===== config.mk =====
export PLATFORM = sky130hd
export DESIGN_NAME = tcm_mod
export DESIGN_NICKNAME = d
export VERILOG_FILES = /design/src/rtl/tcm_mod.sv
export SDC_FILE = /design/constraint.sdc
export NUM_CORES = 1
export LEC_CHECK = 0
export BUFFER_PORTS_ARGS = -buffer_cell sky130_fd_sc_hd__buf_2
export CAP_MARGIN = 5
export CORE_AREA = 2 2 58 60
export CTS_BUF_LIST = sky130_fd_sc_hd__clkbuf_4 sky130_fd_sc_hd__clkbuf_8 sky130_fd_sc_hd__clkbuf_16
export DETAILED_ROUTE_END_ITERATION = 7
export DIE_AREA = 0 0 60 62
export PLACE_DENSITY = 0.7
export SKIP_CTS_REPAIR_TIMING = 1
export SLEW_MARGIN = 15
export SYNTH_ARGS = -nofsm -noshare
export SYNTH_HDL_FRONTEND = slang
export SYNTH_SLANG_ARGS = --single-unit

===== constraint.sdc =====
create_clock -name clk_i -period 4.2 [get_ports clk_i]
set_clock_uncertainty 0.2 [all_clocks]
set_input_delay 0.21 -clock clk_i [delete_from_list [all_inputs] [get_ports clk_i]]
set_output_delay 0.21 -clock clk_i [all_outputs]
set_load 0.03 [all_outputs]

===== src/rtl/tcm_mod.sv =====
module tcm_mod #(
  parameter int DW = 5
) (
  input  logic          clk_i,
  input  logic          rst_ni,
  input  logic          start_i,
  input  logic [15:0]   dividend_i,
  input  logic [DW-1:0] divisor_i,
  output logic          busy_o,
  output logic [DW-1:0] rem_o
);
  logic          busy_q;
  logic [3:0]    cnt_q;
  logic [15:0]   num_q;
  logic [DW-1:0] rem_q, div_q, rem_d;
  logic [DW:0]   sh;

  always_comb begin
    sh = {rem_q, num_q[15]};
    if (sh >= {1'b0, div_q}) begin
      rem_d = DW'(sh - {1'b0, div_q});
    end else begin
      rem_d = DW'(sh);
    end
  end

  always_ff @(posedge clk_i or negedge rst_ni) begin
    if (!rst_ni) begin
      busy_q <= 1'b0;
      cnt_q  <= '0;
    end else if (start_i) begin
      busy_q <= 1'b1;
      cnt_q  <= '0;
    end else if (busy_q) begin
      cnt_q <= cnt_q + 4'd1;
      if (cnt_q == 4'd15) begin
        busy_q <= 1'b0;
      end
    end
  end

  always_ff @(posedge clk_i) begin
    if (start_i) begin
      num_q <= dividend_i;
      rem_q <= '0;
      div_q <= divisor_i;
    end else if (busy_q) begin
      num_q <= {num_q[14:0], 1'b0};
      rem_q <= rem_d;
    end
  end

  assign busy_o = busy_q;
  assign rem_o  = rem_q;
endmodule


==> summary.md <==
| Metric | Value |
|---|---|
| Crit-path max FO | `7` |
| DRT iter0 DRCs | `32` |
| Area leader, netlist | `edfxtp_1` |
| DR WL/cell | `12.43 um` |
| Residual DRC | `0` |
| CTS sink cnt | `31` |
| DP Area | `1672 sq um` |
| Initial antenna violation count | `0` |
| Vias in the first global route | `946` |
| Synthesis Warnings | `0` |
| Unrepaired setup endpoints after global routing | `false` |
| Die Height | `62 um` |
| Largest net degree at the start of global routing | `31` |
| Initial core utilization | `46.79%` |
| Dpl hpwl | `1731 um` |
| Main synth FF type | `edfxtp_1` |
| Pwr per Cell Area | `448.8 nW/um^2` |
| Final Power | `877.2 uW` |
| P_leak | `0.8255 nW` |
| Vias after detailed routing | `1004` |
| Pin slew with the least headroom to its limit | `611.9 ps` |
| Synth top area cells | `edfxtp_1 42%, mux2_2 11%, dfrtp_1 8.4%, dfxtp_1 6.7%, ha_1 5.0%` |
| Net count, final | `195` |
| TritonRoute pass-1 iters | `3` |
| WS Path Type | `reg2reg` |
| # placed instances | `181` |
| Hold Slack | `37.27 ps` |
| Ports | `30` |
| Req. time, crit path | `4260 ps` |
| Slew Limit Headroom | `59.21%` |
| Async SR Flop Fraction | `16.13%` |
| Type of origin of the critical path | `flip-flop` |
| Max Freq | `419.7 MHz` |
| Met1 wire length | `1071 um` |
| CTS clk-pin slew, worst paths | `100 ps` |
| Worst IR drop on VDD | `0.0002480 V` |
| Post-synth EDFFs | `21` |
| Fin area | `1954 sq um` |
| Non-Filler Instances | `211` |
| CTS tree | `done` |
| Ant. Diodes | `0` |
| Tot GR Track Use | `15.65%` |
| # rows | `21` |
| Slowest library cell on the worst path | `fa_1` |
| Die footprint | `3720 sq um` |
| Max incr delay on CP | `410 ps` |
| Die X | `60 um` |
| Final RePlAce weighted congestion | `0.8329` |
| Clk buf depth | `2` |
| CP arrival | `2440 ps` |
| Vias/cell | `4.758` |
| MaxCap Viol Count | `0` |
| Mean post-synth cell area | `13.52 sq um` |
| Root Buffer | `clkbuf_4` |
| Pins over their slew limit | `0` |
| #FFs+latches synth | `31` |
| Final setup fails | `0` |
| Worst-Skew Late Latency | `330 ps` |
| Layout area overhead | `31.37%` |
| Worst r2r path cells | `8` |
| Fin. Hold Viols | `0` |
| Sequential share of the synthesized area | `57.53%` |
| Net Count, Synth | `141` |
| Top post-synthesis cells by count | `21 x edfxtp_1, 15 x mux2_2, 8 x inv_1, 8 x nand2_1, 8 x nor2_1` |
| Top sig layer | `met4` |
| CTS buffer count | `5` |
| Core area | `3179 sq um` |
| Syn Inst Count | `110` |
| Most frequent CP cell | `inv_1` |
| Share of layout cells above drive strength 1 | `34.55%` |
| Metal2 WL | `1382 um` |
| Number of port buffers | `29` |
| First-pass GRT wire length | `4043 um` |
| Crit path time final | `2383 ps` |
| Max H-tree Level | `2` |
| Tcrit/Tclk final | `56.73%` |
| Final wirelength | `2622 um` |
| Total global routing overflow | `0` |
| CP Cell Sequence | `inv_1, ha_1, inv_1, fa_1, a21oi_1, o221ai_4, mux2_4, a211oi_2` |
| Netlist cell types | `28` |
| Status | `completed` |
| Cell Area, Synth | `1488 sq um` |
| Setup TNS | `0 ps` |
| Hold Path Class | `in2async` |
| Final ANT Viol Nets | `0` |
| Synth top area share | `42.39%` |
| Metal3 WL | `106 um` |
| CP endpoint kind | `flip-flop` |
| Cell with the most instances after synthesis | `edfxtp_1` |
==> worst paths after layout <==
| kind | start | endpoint | slack [ps] |
|---|---|---|---|
| max reg2reg | num_q[15]$_DFFE_PP_ | rem_o[0]$_SDFFE_PP0P_ | 1820 |
| min | rst_ni | cnt_q[1]$_DFFE_PN0P_ | 40 |
| max | num_q[15]$_DFFE_PP_ | rem_o[0]$_SDFFE_PP0P_ | 1820 |
| min in group clk_i | start_i | cnt_q[0]$_DFFE_PN0P_ | 190 |
| max in group asynchronous | rst_ni | cnt_q[2]$_DFFE_PN0P_ | 3630 |
| min reg2reg | rem_o[1]$_SDFFE_PP0P_ | rem_o[2]$_SDFFE_PP0P_ | 350 |
==> flip-flops by register name (all words and copies together) (netlist names) <==
register	cells
cnt_q	4
div_q	5
busy_o	1
rem_o	5
num_q	16
==> per-layer routing <==
layer	up-vias	global-route usage [%]
li1	501	-
met1	473	17.74
met2	22	25.31
met3	8	4.762
met4	0	11.11
met5	-	0
==> layout make-up <==
cell class                      instances  area [sq um]
Fill cell                             252          1225
Clock inverter                          1         3.754
Timing Repair Buffer                   51         365.4
Tap cell                               46         57.56
Inverter                                8         30.03
Multi-Input combinational cell         67         583.1
Sequential cell                        31         855.8
Clock buffer                            7         58.81
==> worst max-delay path, delay by kind of cell, from the launching register on <==
family	cells	cell delay [ps]
AO/OA/AOI/OAI	3	690
adder cells (fa/ha/maj)	2	570
flip-flops	1	370
multiplexers	1	330
buffers and inverters	2	140
==> kinds of logic (layout without fill, tap and decap cells) <==
logic type	after synthesis	in the layout	synth area share (%)
mux	18	18	13.71
buf+inv	12	67	3.280
fa+ha+maj	7	7	6.392
xor+xnor	6	6	3.533
simple gates	23	23	6.981
compound gates	13	13	8.579
flops	31	31	57.53
==> placed cells by master (no fill, tap or decap), types with 5 or more instances in the layout <==
cell and n:
dlygate4sd3_1 22, clkbuf_4 6, dfrtp_1 5, ha_1 6, nand2_1 8, inv_1 8, buf_2 29, nor2_1 8
dfxtp_1 5, mux2_2 15, edfxtp_1 21
==> where the power goes <==
part           total, mW  switching [mW]  internal (mW)
Combinational      0.296           0.159          0.137
Sequential         0.396          0.0271          0.369
Clock              0.185          0.0986         0.0866
Total              0.877           0.285          0.592
==> through the flow <==
step	worst slack, ps	util, %
global route	1715	61.47
global placement	1951	52.58
detailed placement	1818	52.58
floorplan	2010	-
finish	1817	61.47
CTS	1811	54.55
Power figures use the tool's default switching activity.
