## src/rtl/tcm_pkg.sv

```systemverilog
package tcm_pkg;

  localparam int ADDR_W    = 32;
  localparam int TAG_W     = 30;
  localparam int STAT_W    = 32;
  localparam int NUM_STATS = 13;

  localparam logic [15:0] LFSR_SEED = 16'hACE1;
  localparam logic [15:0] LFSR_MASK = 16'hB400;

  localparam logic [1:0] OP_READ  = 2'd0;
  localparam logic [1:0] OP_WRITE = 2'd1;
  localparam logic [1:0] OP_STAT  = 2'd2;

  localparam logic [1:0] VIC_NONE  = 2'd0;
  localparam logic [1:0] VIC_CLEAN = 2'd1;
  localparam logic [1:0] VIC_DIRTY = 2'd2;

  localparam logic [3:0] ST_TOTAL     = 4'd0;
  localparam logic [3:0] ST_READS     = 4'd1;
  localparam logic [3:0] ST_WRITES    = 4'd2;
  localparam logic [3:0] ST_L1_RD_MIS = 4'd3;
  localparam logic [3:0] ST_L1_WR_MIS = 4'd4;
  localparam logic [3:0] ST_L1_CLEAN  = 4'd5;
  localparam logic [3:0] ST_L1_DIRTY  = 4'd6;
  localparam logic [3:0] ST_L2_RD_MIS = 4'd7;
  localparam logic [3:0] ST_L2_WR_MIS = 4'd8;
  localparam logic [3:0] ST_L2_CLEAN  = 4'd9;
  localparam logic [3:0] ST_L2_DIRTY  = 4'd10;
  localparam logic [3:0] ST_L2_RD_ACC = 4'd11;
  localparam logic [3:0] ST_L2_WR_ACC = 4'd12;

  localparam logic [2:0] REG_BLOCK_OFFSET = 3'd0;
  localparam logic [2:0] REG_L1_INDEX     = 3'd1;
  localparam logic [2:0] REG_L2_INDEX     = 3'd2;
  localparam logic [2:0] REG_L1_WAYS      = 3'd3;
  localparam logic [2:0] REG_L2_WAYS      = 3'd4;
  localparam logic [2:0] REG_REPLACE      = 3'd5;

  typedef struct packed {
    logic [2:0] block_offset_bits;
    logic [3:0] l1_index_bits;
    logic [3:0] l2_index_bits;
    logic [2:0] l1_ways_used;
    logic [4:0] l2_ways_used;
    logic       replace_mode;
  } cfg_t;

  typedef struct packed {
    logic accept;
    logic look;
    logic do_l2;
    logic do_l1;
    logic mod_start;
    logic mod_sel_l1;
    logic load_out;
    logic clr;
  } cmd_t;

  typedef struct packed {
    logic op_access;
    logic l1_hit;
    logic l2_need_rand;
    logic l1_need_rand;
    logic mod_busy;
    logic clr_done;
    logic out_free;
  } status_t;

endpackage

```

## src/rtl/tcm_set.sv

```systemverilog
module tcm_set #(
  parameter int WAYS = 4,
  parameter int AW   = (WAYS > 1) ? $clog2(WAYS) : 1,
  parameter int CW   = $clog2(WAYS + 1)
) (
  input  logic [WAYS*(tcm_pkg::TAG_W+2+AW)-1:0] row_i,
  input  logic [tcm_pkg::TAG_W-1:0]             tag_i,
  input  logic                                  wr_i,
  input  logic [CW-1:0]                         nways_i,
  input  logic                                  rand_mode_i,
  input  logic [AW-1:0]                         rand_way_i,
  output logic                                  hit_o,
  output logic                                  full_o,
  output logic [1:0]                            code_o,
  output logic [WAYS*(tcm_pkg::TAG_W+2+AW)-1:0] row_o
);
  import tcm_pkg::*;

  localparam int WW = TAG_W + 2 + AW;

  logic             valid [WAYS];
  logic             dirty [WAYS];
  logic [AW-1:0]    age   [WAYS];
  logic [TAG_W-1:0] tg    [WAYS];
  logic [WAYS-1:0]  inuse, match, free, cand;
  logic [AW-1:0]    hit_way, free_way, lru_way, w;
  logic             has_free, fh, ff, fl;
  logic [CW-1:0]    ref_age, sat, inc;

  always_comb begin
    for (int i = 0; i < WAYS; i++) begin
      valid[i] = row_i[i*WW];
      dirty[i] = row_i[i*WW+1];
      age[i]   = row_i[i*WW+2 +: AW];
      tg[i]    = row_i[i*WW+2+AW +: TAG_W];
      inuse[i] = (i < int'(nways_i));
      match[i] = inuse[i] && valid[i] && (tg[i] == tag_i);
      free[i]  = inuse[i] && !valid[i];
    end
    for (int i = 0; i < WAYS; i++) begin
      cand[i] = inuse[i];
      for (int j = 0; j < WAYS; j++) begin
        if (inuse[j] && (j < i) && !(age[i] > age[j])) cand[i] = 1'b0;
        if (inuse[j] && (j > i) && (age[i] < age[j])) cand[i] = 1'b0;
      end
    end
    hit_way  = '0;
    free_way = '0;
    lru_way  = '0;
    fh = 1'b0;
    ff = 1'b0;
    fl = 1'b0;
    for (int i = 0; i < WAYS; i++) begin
      if (match[i] && !fh) begin
        hit_way = AW'(i);
        fh = 1'b1;
      end
      if (free[i] && !ff) begin
        free_way = AW'(i);
        ff = 1'b1;
      end
      if (cand[i] && !fl) begin
        lru_way = AW'(i);
        fl = 1'b1;
      end
    end
    hit_o    = fh;
    has_free = ff;
    full_o   = !fh && !ff;
    if (fh) begin
      w = hit_way;
    end else if (ff) begin
      w = free_way;
    end else if (rand_mode_i) begin
      w = rand_way_i;
    end else begin
      w = lru_way;
    end
    ref_age = (!fh && has_free) ? nways_i : CW'(age[w]);
    sat     = nways_i - CW'(1);
    code_o  = full_o ? (dirty[w] ? VIC_DIRTY : VIC_CLEAN) : VIC_NONE;
    row_o   = row_i;
    for (int i = 0; i < WAYS; i++) begin
      inc = CW'(age[i]) + CW'(1);
      if (i == int'(w)) begin
        row_o[i*WW]          = 1'b1;
        row_o[i*WW+1]        = fh ? (dirty[i] | wr_i) : wr_i;
        row_o[i*WW+2 +: AW]  = '0;
        row_o[i*WW+2+AW +: TAG_W] = fh ? tg[i] : tag_i;
      end else if (inuse[i] && valid[i] && (CW'(age[i]) < ref_age)) begin
        row_o[i*WW+2 +: AW] = AW'((inc > sat) ? sat : inc);
      end
    end
  end
endmodule

```

## config.mk

```make
export PLATFORM = sky130hd
export DESIGN_NAME = tcm_set
export DESIGN_NICKNAME = d
export VERILOG_FILES = /design/src/rtl/tcm_pkg.sv /design/src/rtl/tcm_set.sv
export SDC_FILE = /design/constraint.sdc
export NUM_CORES = 1
export LEC_CHECK = 0
export BUFFER_PORTS_ARGS = -buffer_cell sky130_fd_sc_hd__buf_2
export CAP_MARGIN = 5
export CORE_ASPECT_RATIO = 0.6
export CORE_MARGIN = 3
export CORE_UTILIZATION = 25
export DETAILED_ROUTE_END_ITERATION = 8
export MAX_ROUTING_LAYER = met4
export PLACE_DENSITY = 0.56
export SYNTH_ARGS = -nofsm -noshare
export SYNTH_HDL_FRONTEND = slang
export SYNTH_SLANG_ARGS = --single-unit
```

## constraint.sdc

```tcl
create_clock -name vclk -period 5.09
set_input_delay 0.7635 -clock vclk [all_inputs]
set_output_delay 0.7635 -clock vclk [all_outputs]
set_load 0.02 [all_outputs]
```

==> flow_metrics.py, run 1 <==
metrics = {
    "global_routing": {
        "grt_pass1_vias": 6207,
        "grt_usage_pct": 24.8,
        "met3_usage_pct": 3.81,
        "busiest_layer": "met1",
        "met2_usage_pct": 34.0,
        "antenna_found_initial": 3,
        "grt_max_degree": 23,
        "grt_overflow": 0,
        "grt_pass1_wl_mm": 39.6,
        "use_met1_pct": 38.4,
    },
    "placement": {
        "gp_congestion": 0.956,
        "dp_slack_ns": -0.154,
        "hpwl_mm": 25.2,
        "numPortBuffers": 313,
    },
    "critical_path": {
        "criticalPathCategory": "in -> out",
        "crit_buf_inv": 6,
        "crit_arrival_ns": 4.30,
        "cp_cell_sequence": "buf_8 > clkinvlp_4 > ha_4 > nand2_2 > o211ai_1 > buf_4 > or3_1 > a32oi_1 > buf_4 > o211ai_1 > and2_4 > nor2_4 > a221oi_2 > a21oi_1 > buf_4 > ha_4 > or2_4 > a31oi_1 > a41oi_1 > mux2i_1 > nor2_1 > buf_4",
        "crit_slowest_cell": "or3_1",
        "slowest_delay_ns": 0.36,
        "path_delay_family": "simple AND/OR/NAND/NOR gates",
        "cp.required_ns": 4.33,
        "cp-startpoint": "row_i[104]",
        "startpoint_type": "primary input",
        "endpoint_kind": "output port",
        "crit_path_frequent_cell": "buf_4",
        "worstPathMaxFanout": 4,
        "worst-path-stages": 22,
    },
    "cells_and_area": {
        "syn_to_final_growth_pct": 65.4,
        "regArea_sq_um": 0,
        "num-clock-buffers": 0,
        "nNetsFinal": 1234,
        "final_layout_size_suffix_gt1_share_pct": 64.8,
        "utilization_pct": 43.0,
        "seq_cells": 0,
    },
    "power_and_ir_drop": {
        "power.density_mw_per_mm2": 144,
        "p_leak_nw": 3.97,
        "ir_drop_v": 0.0000657,
    },
    "sta": {
        "fmax_mhz": 198,
        "worst_slew_pin_slew_ns": 0.665,
        "setup_violations": 0,
        "rsz0062_at_grt": "yes",
        "fin_hold_ws_ns": 1.88,
        "fin_crit_ns": 5.06,
        "finalWorstSetupSlack_ns": 0.0267,
        "slew_violations": 0,
        "slew-limit-headroom_pct": 55.4,
        "period_share_pct": 99.5,
        "hold_violations": 0,
    },
    "status": {
        "status": "completed",
    },
    "floorplan": {
        "design.core.area_sq_mm": 0.0194,
        "die_h_um": 116,
        "num_rows": 39,
        "dieWidth_um": 189,
        "start_util_pct": 26.0,
        "io_pins": 313,
        "dieArea_sq_mm": 0.0220,
    },
    "routing": {
        "firstDrtPassIters": 7,
        "num_vias": 6525,
        "routed_via_density": 5.04,
        "first_iter_violations": 458,
        "drcViolationCount": 0,
        "ant_nets": 0,
        "wire_per_inst_um": 22.3,
        "wl_mm": 28.9,
    },
    "synthesis": {
        "ys_warn_count": 0,
        "synthDistinctLibCells": 70,
        "synth_top_area_share_pct": 18.7,
        "syn_area_sq_mm": 0.00505,
        "synth_cells": 612,
        "yosys-top-cells-area": "mux2_2 19%, xnor2_1 13%, mux2_4 8.6%",
        "synth_fp_nets": 819,
        "yosysSeqAreaShare_pct": 0,
        "synth_top_area_cell": "mux2_2",
        "postSynthAreaPerCell_sq_um": 8.25,
    },
    "hold_path": {
        "worstHoldPathType": "in -> out",
        "min_from": "row_i[69]",
        "min_path_cells": 3,
    },
    "run": {
        "cap_violations": 0,
    },
    "cts": {
        "postCtsHoldBufs": 0,
    },
}
-- cells in the final DEF, fill, tap and decap left out, types with 8 or more instances in the layout --
cell and instances:
nor4_1 14, mux2_2 84, buf_4 147, xor2_1 46, nand3_1 8, mux2i_1 8
ha_4 8, xnor2_1 65, xnor2_2 8, buf_2 305, mux2_4 29, inv_1 17
a21oi_1 21, nand2_1 18, ha_1 25, mux2_1 8, nor2_1 23, nand4_1 29
a21o_1 8
-- power by group --
part | total, W | switching (W) | internal, W
Clock | 0.000000000105 | 0 | 0.000000000105
Sequential | 0 | 0 | 0
Combinational | 0.00120 | 0.000665 | 0.000535
Total | 0.00120 | 0.000665 | 0.000535
-- synth_stat cells, types with 3 or more instances --
cell type   n
o21a_1      3
nor4b_1     5
ha_1       34
xor2_1     47
a31oi_1     7
nand4_1    29
mux2_4     29
nand4b_1    4
nand2_1    21
buf_4       4
or2_2       9
nor3_1      5
mux2_2     84
nand3_1     9
nor2_1     26
a21oi_1    25
or4_1       4
buf_2      36
xnor2_1    74
clkbuf_1    4
a41oi_1     3
nor2b_1     7
o21ai_0     9
a21o_1      8
buf_6       4
nor3b_1     3
mux2_1      8
mux2i_1     8
o211ai_1    5
and2_1      6
nor4_1     20
inv_1      21
or3_1       3
-- logic make-up after synthesis --
logic type      Yosys count  synth area share [%]
compound gates           89                  12.9
mux                     129                  30.7
buf+inv                  70                  6.99
xor+xnor                121                  21.0
fa+ha+maj                35                  8.63
simple gates            168                  19.8
-- final cells by class --
| cell class | instances | area, sq um |
|---|---|---|
| Antenna cell | 4 | 10.0 |
| Fill cell | 2051 | 11100 |
| Inverter | 21 | 82.6 |
| Multi-Input combinational cell | 542 | 5120 |
| Tap cell | 266 | 333 |
| Timing Repair Buffer | 462 | 2800 |
-- metal layers --
metal	vias to the layer above	wire (um)
met4	0	286
met5	-	0
met2	326	11500
met1	3082	14900
met3	18	2260
li1	3099	-
-- timing repair --
item	in CTS	in global routing
cloned	0	0
endpoints found under the setup margin	6	8
setup buffers	4	6
resized for setup	29	61
pin swaps	18	39
-- path summary, 6_finish.rpt --
path,to
worst max-delay path,row_o[37]
worst min-delay path,row_o[69]
-- tightest hold or removal path, cell delays in order --
cell and delay (ns):
buf_2 0.09, a22o_1 0.11, buf_2 0.15
-- through the flow --
stage               cells  setup TNS, ns  instance area (sq um)  power, W
CTS                  1285       -0.00511                   7960   0.00115
global route         1294         -0.471                   8340   0.00127
finish               1295              0                   8350   0.00120
global placement     1281         -0.972                   7800   0.00112
detailed placement   1281         -0.677                   7800   0.00112
floorplan             612              0                   5050  0.000655
No activity file was read; power rests on OpenSTA's default activity.
==> run 2, diff against run 1 <==
--- a/config.mk
+++ b/config.mk
@@ -13,6 +13,7 @@
 export DETAILED_ROUTE_END_ITERATION = 8
 export MAX_ROUTING_LAYER = met4
 export PLACE_DENSITY = 0.56
+export SETUP_SLACK_MARGIN = 0.2
 export SYNTH_ARGS = -nofsm -noshare
 export SYNTH_HDL_FRONTEND = slang
 export SYNTH_SLANG_ARGS = --single-unit
==> run 2 against run 1 <==
First-iteration DRC count down 12%. Die area stayed put. Worst hold slack got worse by 0.013 ns. Critical path type unchanged. Largest power group unchanged. Setup slack improved by 0.082 ns. Critical endpoint is now row_o[105].
==> flow_metrics.py, run 2 (same netlist as run 1, synthesis figures left out) <==
metrics = {
    "status": {
        "status": "completed",
    },
    "global_routing": {
        "grt_max_degree": 32,
        "grt_usage_pct": 25.6,
        "grt_pass1_wl_mm": 40.9,
        "grt_pass1_vias": 6415,
        "antenna_found_initial": 4,
        "grt_overflow": 0,
    },
    "critical_path": {
        "slowest_delay_ns": 0.47,
        "crit_slowest_cell": "o31ai_4",
        "endpoint_kind": "output port",
        "cp_cell_sequence": "buf_12 > buf_4 > o31ai_4 > nor3_1 > nand4_1 > nor4_4 > buf_4 > a2111oi_4 > buf_4 > nand2_2 > nor2_1 > a21oi_2 > buf_4 > ha_4 > or2_4 > a21oi_2 > a21o_1 > mux2i_4 > buf_6",
        "criticalPathCategory": "in -> out",
        "startpoint_type": "primary input",
        "crit_arrival_ns": 4.22,
        "worstPathMaxFanout": 7,
        "crit_path_frequent_cell": "buf_4",
        "cp.required_ns": 4.33,
    },
    "routing": {
        "wl_met3_mm": 3.05,
        "ant_nets": 0,
        "num_vias": 6646,
        "wl_mm": 30.0,
        "firstDrtPassIters": 5,
        "drcViolationCount": 0,
        "met1_length_mm": 14.4,
        "wl_met2_mm": 12.2,
        "routed.top_layer": "met4",
        "routed_via_density": 5.12,
        "wire_per_inst_um": 23.1,
        "first_iter_violations": 402,
    },
    "cells_and_area": {
        "utilization_pct": 46.3,
        "num-clock-buffers": 0,
        "final_cells": 1297,
        "final_layout_size_suffix_gt1_share_pct": 69.6,
        "nFillCells": 1932,
        "regArea_sq_um": 0,
        "final_common_cell": "buf_2",
        "seq_cells": 0,
        "syn_to_final_growth_pct": 78.2,
        "final_cell_mix": "287 x buf_2, 143 x buf_4, 84 x mux2_2, 54 x xnor2_1, 39 x xor2_1",
        "nNetsFinal": 1237,
        "multiInputGateArea_sq_mm": 0.00560,
    },
    "floorplan": {
        "num_rows": 39,
        "start_util_pct": 26.0,
        "io_pins": 313,
        "dieWidth_um": 189,
        "dieArea_sq_mm": 0.0220,
        "design.core.area_sq_mm": 0.0194,
        "die_h_um": 116,
    },
    "placement": {
        "hpwl_mm": 25.4,
        "dpl.cell_count": 1268,
        "numPortBuffers": 313,
        "gp_congestion": 0.971,
    },
    "power_and_ir_drop": {
        "p_leak_nw": 4.19,
        "ir_drop_v": 0.0000672,
        "power.density_mw_per_mm2": 142,
        "total_power_w": 0.00128,
    },
    "cts": {
        "postCtsHoldBufs": 0,
    },
    "sta": {
        "hold_violations": 0,
        "fin_crit_ns": 4.98,
        "slew-limit-headroom_pct": 59.6,
        "fin_setup_tns_ns": 0,
        "slew_violations": 0,
        "rsz0062_at_grt": "yes",
        "period_share_pct": 97.9,
        "worst_slew_pin_slew_ns": 0.602,
        "setup_violations": 0,
        "fmax_mhz": 201,
    },
    "hold_path": {
        "worstHoldPathType": "in -> out",
    },
    "run": {
        "cap_violations": 0,
    },
}
==> run 2: cell types whose count changed in the layout (fill, tap and decap cells not counted), sizes merged <==
cell,delta
buf,+2
clkbuf,+1
clkinvlp,-1
diode,-1
inv,+1
==> run 2: critical path, delay by kind of cell <==
family                   cells  cell delay [ns]
AND/OR/NAND/NOR              6             0.88
multiplexers                 1             0.24
buffers and inverters        6             0.96
AO/OA/AOI/OAI                5             1.13
adder cells (fa/ha/maj)      1             0.22
==> run 2: repair_timing <==
action | 4_1_cts | 5_1_grt
endpoints found under the setup margin | 8 | 8
pin swaps | 55 | 52
resized for setup | 111 | 94
buffers inserted | 15 | 11
==> run 2: routing by layer <==
metal / track usage [%] / up-vias
li1: - / 3091
met1: 37.3 / 3179
met2: 36.2 / 351
met3: 6.35 / 25
met4: 2.95 / 0
met5: - / -
==> run 2: through the flow <==
step | hold WS, ns | area [sq um] | setup WS (ns)
final | 1.87 | 8990 | 0.109
after detailed placement | 1.87 | 7740 | -0.258
after global placement | 1.87 | 7740 | -0.303
after CTS | 1.87 | 8410 | 0.104
after floorplan | 1.67 | 5090 | 0.167
after global routing | 1.89 | 8990 | -0.0333
==> run 2: worst paths after layout <==
kind,from,endpoint,slack [ns],cells after the start
setup / recovery,nways_i[0],row_o[105],0.11,19
hold / removal,row_i[35],row_o[35],1.87,3
==> run 2: layout make-up <==
class	count	area share (%)
antenna	3	0.0835
inverter	21	0.988
multi-input combinational	542	62.3
tap	266	3.70
timing repair buffer	465	33.0
==> run 2: power by group <==
group / internal, W / switching (W) / leakage [nW] / total, W
Sequential: 0 / 0 / 0 / 0
Combinational: 0.000579 / 0.000701 / 4.19 / 0.00128
Clock: 0.0000000000790 / 0 / 0.0000190 / 0.0000000000790
Total: 0.000579 / 0.000701 / 4.19 / 0.00128
==> run 3, diff against run 2 <==
--- a/config.mk
+++ b/config.mk
@@ -5,14 +5,14 @@
 export SDC_FILE = /design/constraint.sdc
 export NUM_CORES = 1
 export LEC_CHECK = 0
-export BUFFER_PORTS_ARGS = -buffer_cell sky130_fd_sc_hd__buf_2
 export CAP_MARGIN = 5
 export CORE_ASPECT_RATIO = 0.6
 export CORE_MARGIN = 3
 export CORE_UTILIZATION = 25
 export DETAILED_ROUTE_END_ITERATION = 8
+export DONT_BUFFER_PORTS = 1
 export MAX_ROUTING_LAYER = met4
-export PLACE_DENSITY = 0.56
+export PLACE_DENSITY = 0.42
 export SETUP_SLACK_MARGIN = 0.2
 export SYNTH_ARGS = -nofsm -noshare
 export SYNTH_HDL_FRONTEND = slang
==> run 3 against run 2 <==
Total power decreased by 31%. Die area unchanged. Worst hold slack got worse by 0.18 ns. Critical path depth increased by 2. Critical path type unchanged. Largest cell class unchanged. Largest power group unchanged. Highest routed layer unchanged.
==> flow_metrics.py, run 3 (same netlist as run 1, synthesis figures left out) <==
metrics = {
    "sta": {
        "slew-limit-headroom_pct": 55.6,
        "period_share_pct": 98.0,
        "setup_violations": 0,
        "fin_crit_ns": 4.99,
        "fmax_mhz": 201,
        "hold_violations": 0,
        "rsz0062_at_grt": "yes",
        "slew_violations": 0,
        "finalWorstSetupSlack_ns": 0.103,
        "worst_slew_pin_slew_ns": 0.657,
    },
    "global_routing": {
        "grt_overflow": 0,
        "met2_usage_pct": 29.3,
        "antenna_found_initial": 0,
        "met3_usage_pct": 7.56,
        "busiest_layer": "met1",
        "use_met1_pct": 33.1,
        "grt_max_degree": 32,
        "grt_pass1_wl_mm": 35.0,
        "grt_usage_pct": 22.4,
        "grt_pass1_vias": 5151,
    },
    "cells_and_area": {
        "seq_cells": 0,
        "final_layout_size_suffix_gt1_share_pct": 39.6,
        "regArea_sq_um": 0,
        "syn_to_final_growth_pct": 19.4,
        "diodes": 0,
        "num-clock-buffers": 0,
        "fin_area_sq_mm": 0.00602,
        "final_cell_mix": "84 x mux2_2, 74 x xnor2_1, 55 x buf_4, 46 x xor2_1",
        "final_common_cell": "mux2_2",
        "nNetsFinal": 836,
    },
    "routing": {
        "first_iter_violations": 358,
        "drcViolationCount": 0,
        "firstDrtPassIters": 5,
        "ant_nets": 0,
        "wire_per_inst_um": 29.5,
        "routed_via_density": 5.74,
        "wl_mm": 26.3,
        "num_vias": 5130,
    },
    "power_and_ir_drop": {
        "p_leak_nw": 2.26,
        "p_clk_share_pct": 0,
        "combPwrFrac_pct": 100.0,
        "power.density_mw_per_mm2": 146,
        "pwr-share-seq_pct": 0,
        "p_int_w": 0.000368,
        "swShare_pct": 58.1,
        "ir_drop_v": 0.0000524,
        "p_switching_w": 0.000510,
    },
    "critical_path": {
        "cp-startpoint": "nways_i[1]",
        "worstPathMaxFanout": 7,
        "cp.required_ns": 4.33,
        "crit_slowest_cell": "or4_4",
        "path_delay_family": "simple AND/OR/NAND/NOR gates",
        "endpoint_kind": "output port",
        "startpoint_type": "primary input",
        "cp_cell_sequence": "inv_8 > ha_4 > o21ba_4 > buf_6 > o2111ai_4 > or4_4 > nor4_4 > buf_4 > a2111oi_4 > a31o_2 > nor2_2 > a221oi_2 > a21oi_1 > buf_4 > ha_4 > or2_4 > a31oi_4 > a41oi_2 > mux2i_1 > nor2_2 > buf_6",
        "slowest_delay_ns": 0.56,
        "crit_buf_inv": 5,
        "crit_arrival_ns": 4.22,
        "criticalPathCategory": "in -> out",
    },
    "cts": {
        "postCtsHoldBufs": 0,
    },
    "floorplan": {
        "die_h_um": 116,
        "io_pins": 313,
        "num_rows": 39,
        "design.core.area_sq_mm": 0.0194,
        "dieWidth_um": 189,
        "dieArea_sq_mm": 0.0220,
        "start_util_pct": 26.0,
    },
    "placement": {
        "hpwl_mm": 22.9,
        "dp_slack_ns": -0.0441,
        "numPortBuffers": 0,
        "gp_congestion": 0.895,
        "place_area_sq_mm": 0.00567,
    },
    "status": {
        "status": "completed",
    },
    "hold_path": {
        "worstHoldPathType": "in -> out",
        "min_from": "row_i[34]",
    },
    "run": {
        "cap_violations": 0,
    },
}
## run 3: final timing paths
check                 slack (ns)  depth (start not counted)   endpoint
worst min-delay path        1.68                          1  row_o[34]
worst max-delay path        0.10                         21  row_o[71]
## run 3: through the flow
stage	std cells	power, W	util [%]	hold slack (ns)	setup TNS [ns]
floorplan	612	0.000663	-	1.67	0
global placement	890	0.000818	29.2	1.68	0
detailed placement	890	0.000824	29.2	1.69	-0.0557
CTS	892	0.000855	30.2	1.69	0
global route	893	0.000932	31.0	1.69	-0.184
finish	893	0.000878	31.0	1.68	0
## run 3: routing by layer
layer  vias to the layer above  wire, um
met4                         0       353
met1                      2544     13000
met3                        23      2740
met2                       274     10300
met5                         -         0
li1                       2289         -
## run 3: final cells by class
class / instances / area [sq um]
fill: 2081 / 13400
inverter: 21 / 86.3
multi-input combinational: 542 / 5050
tap: 266 / 333
timing repair buffer: 64 / 549
## run 3: power by group through the flow
stage          combinational [W]  clock (W)  sequential, W
2_1_floorplan           0.000663          0              0
3_3_place_gp            0.000818          0              0
3_5_place_dp            0.000824          0              0
4_1_cts                 0.000855          0              0
5_1_grt                 0.000932          0              0
6_report                0.000878          0              0
## run 3: what timing repair did
item,CTS,global route
hold endpoints to repair,0,0
buffers inserted,2,1
endpoints found under the setup margin,6,8
pin swaps,26,20
gates resized for setup,33,29
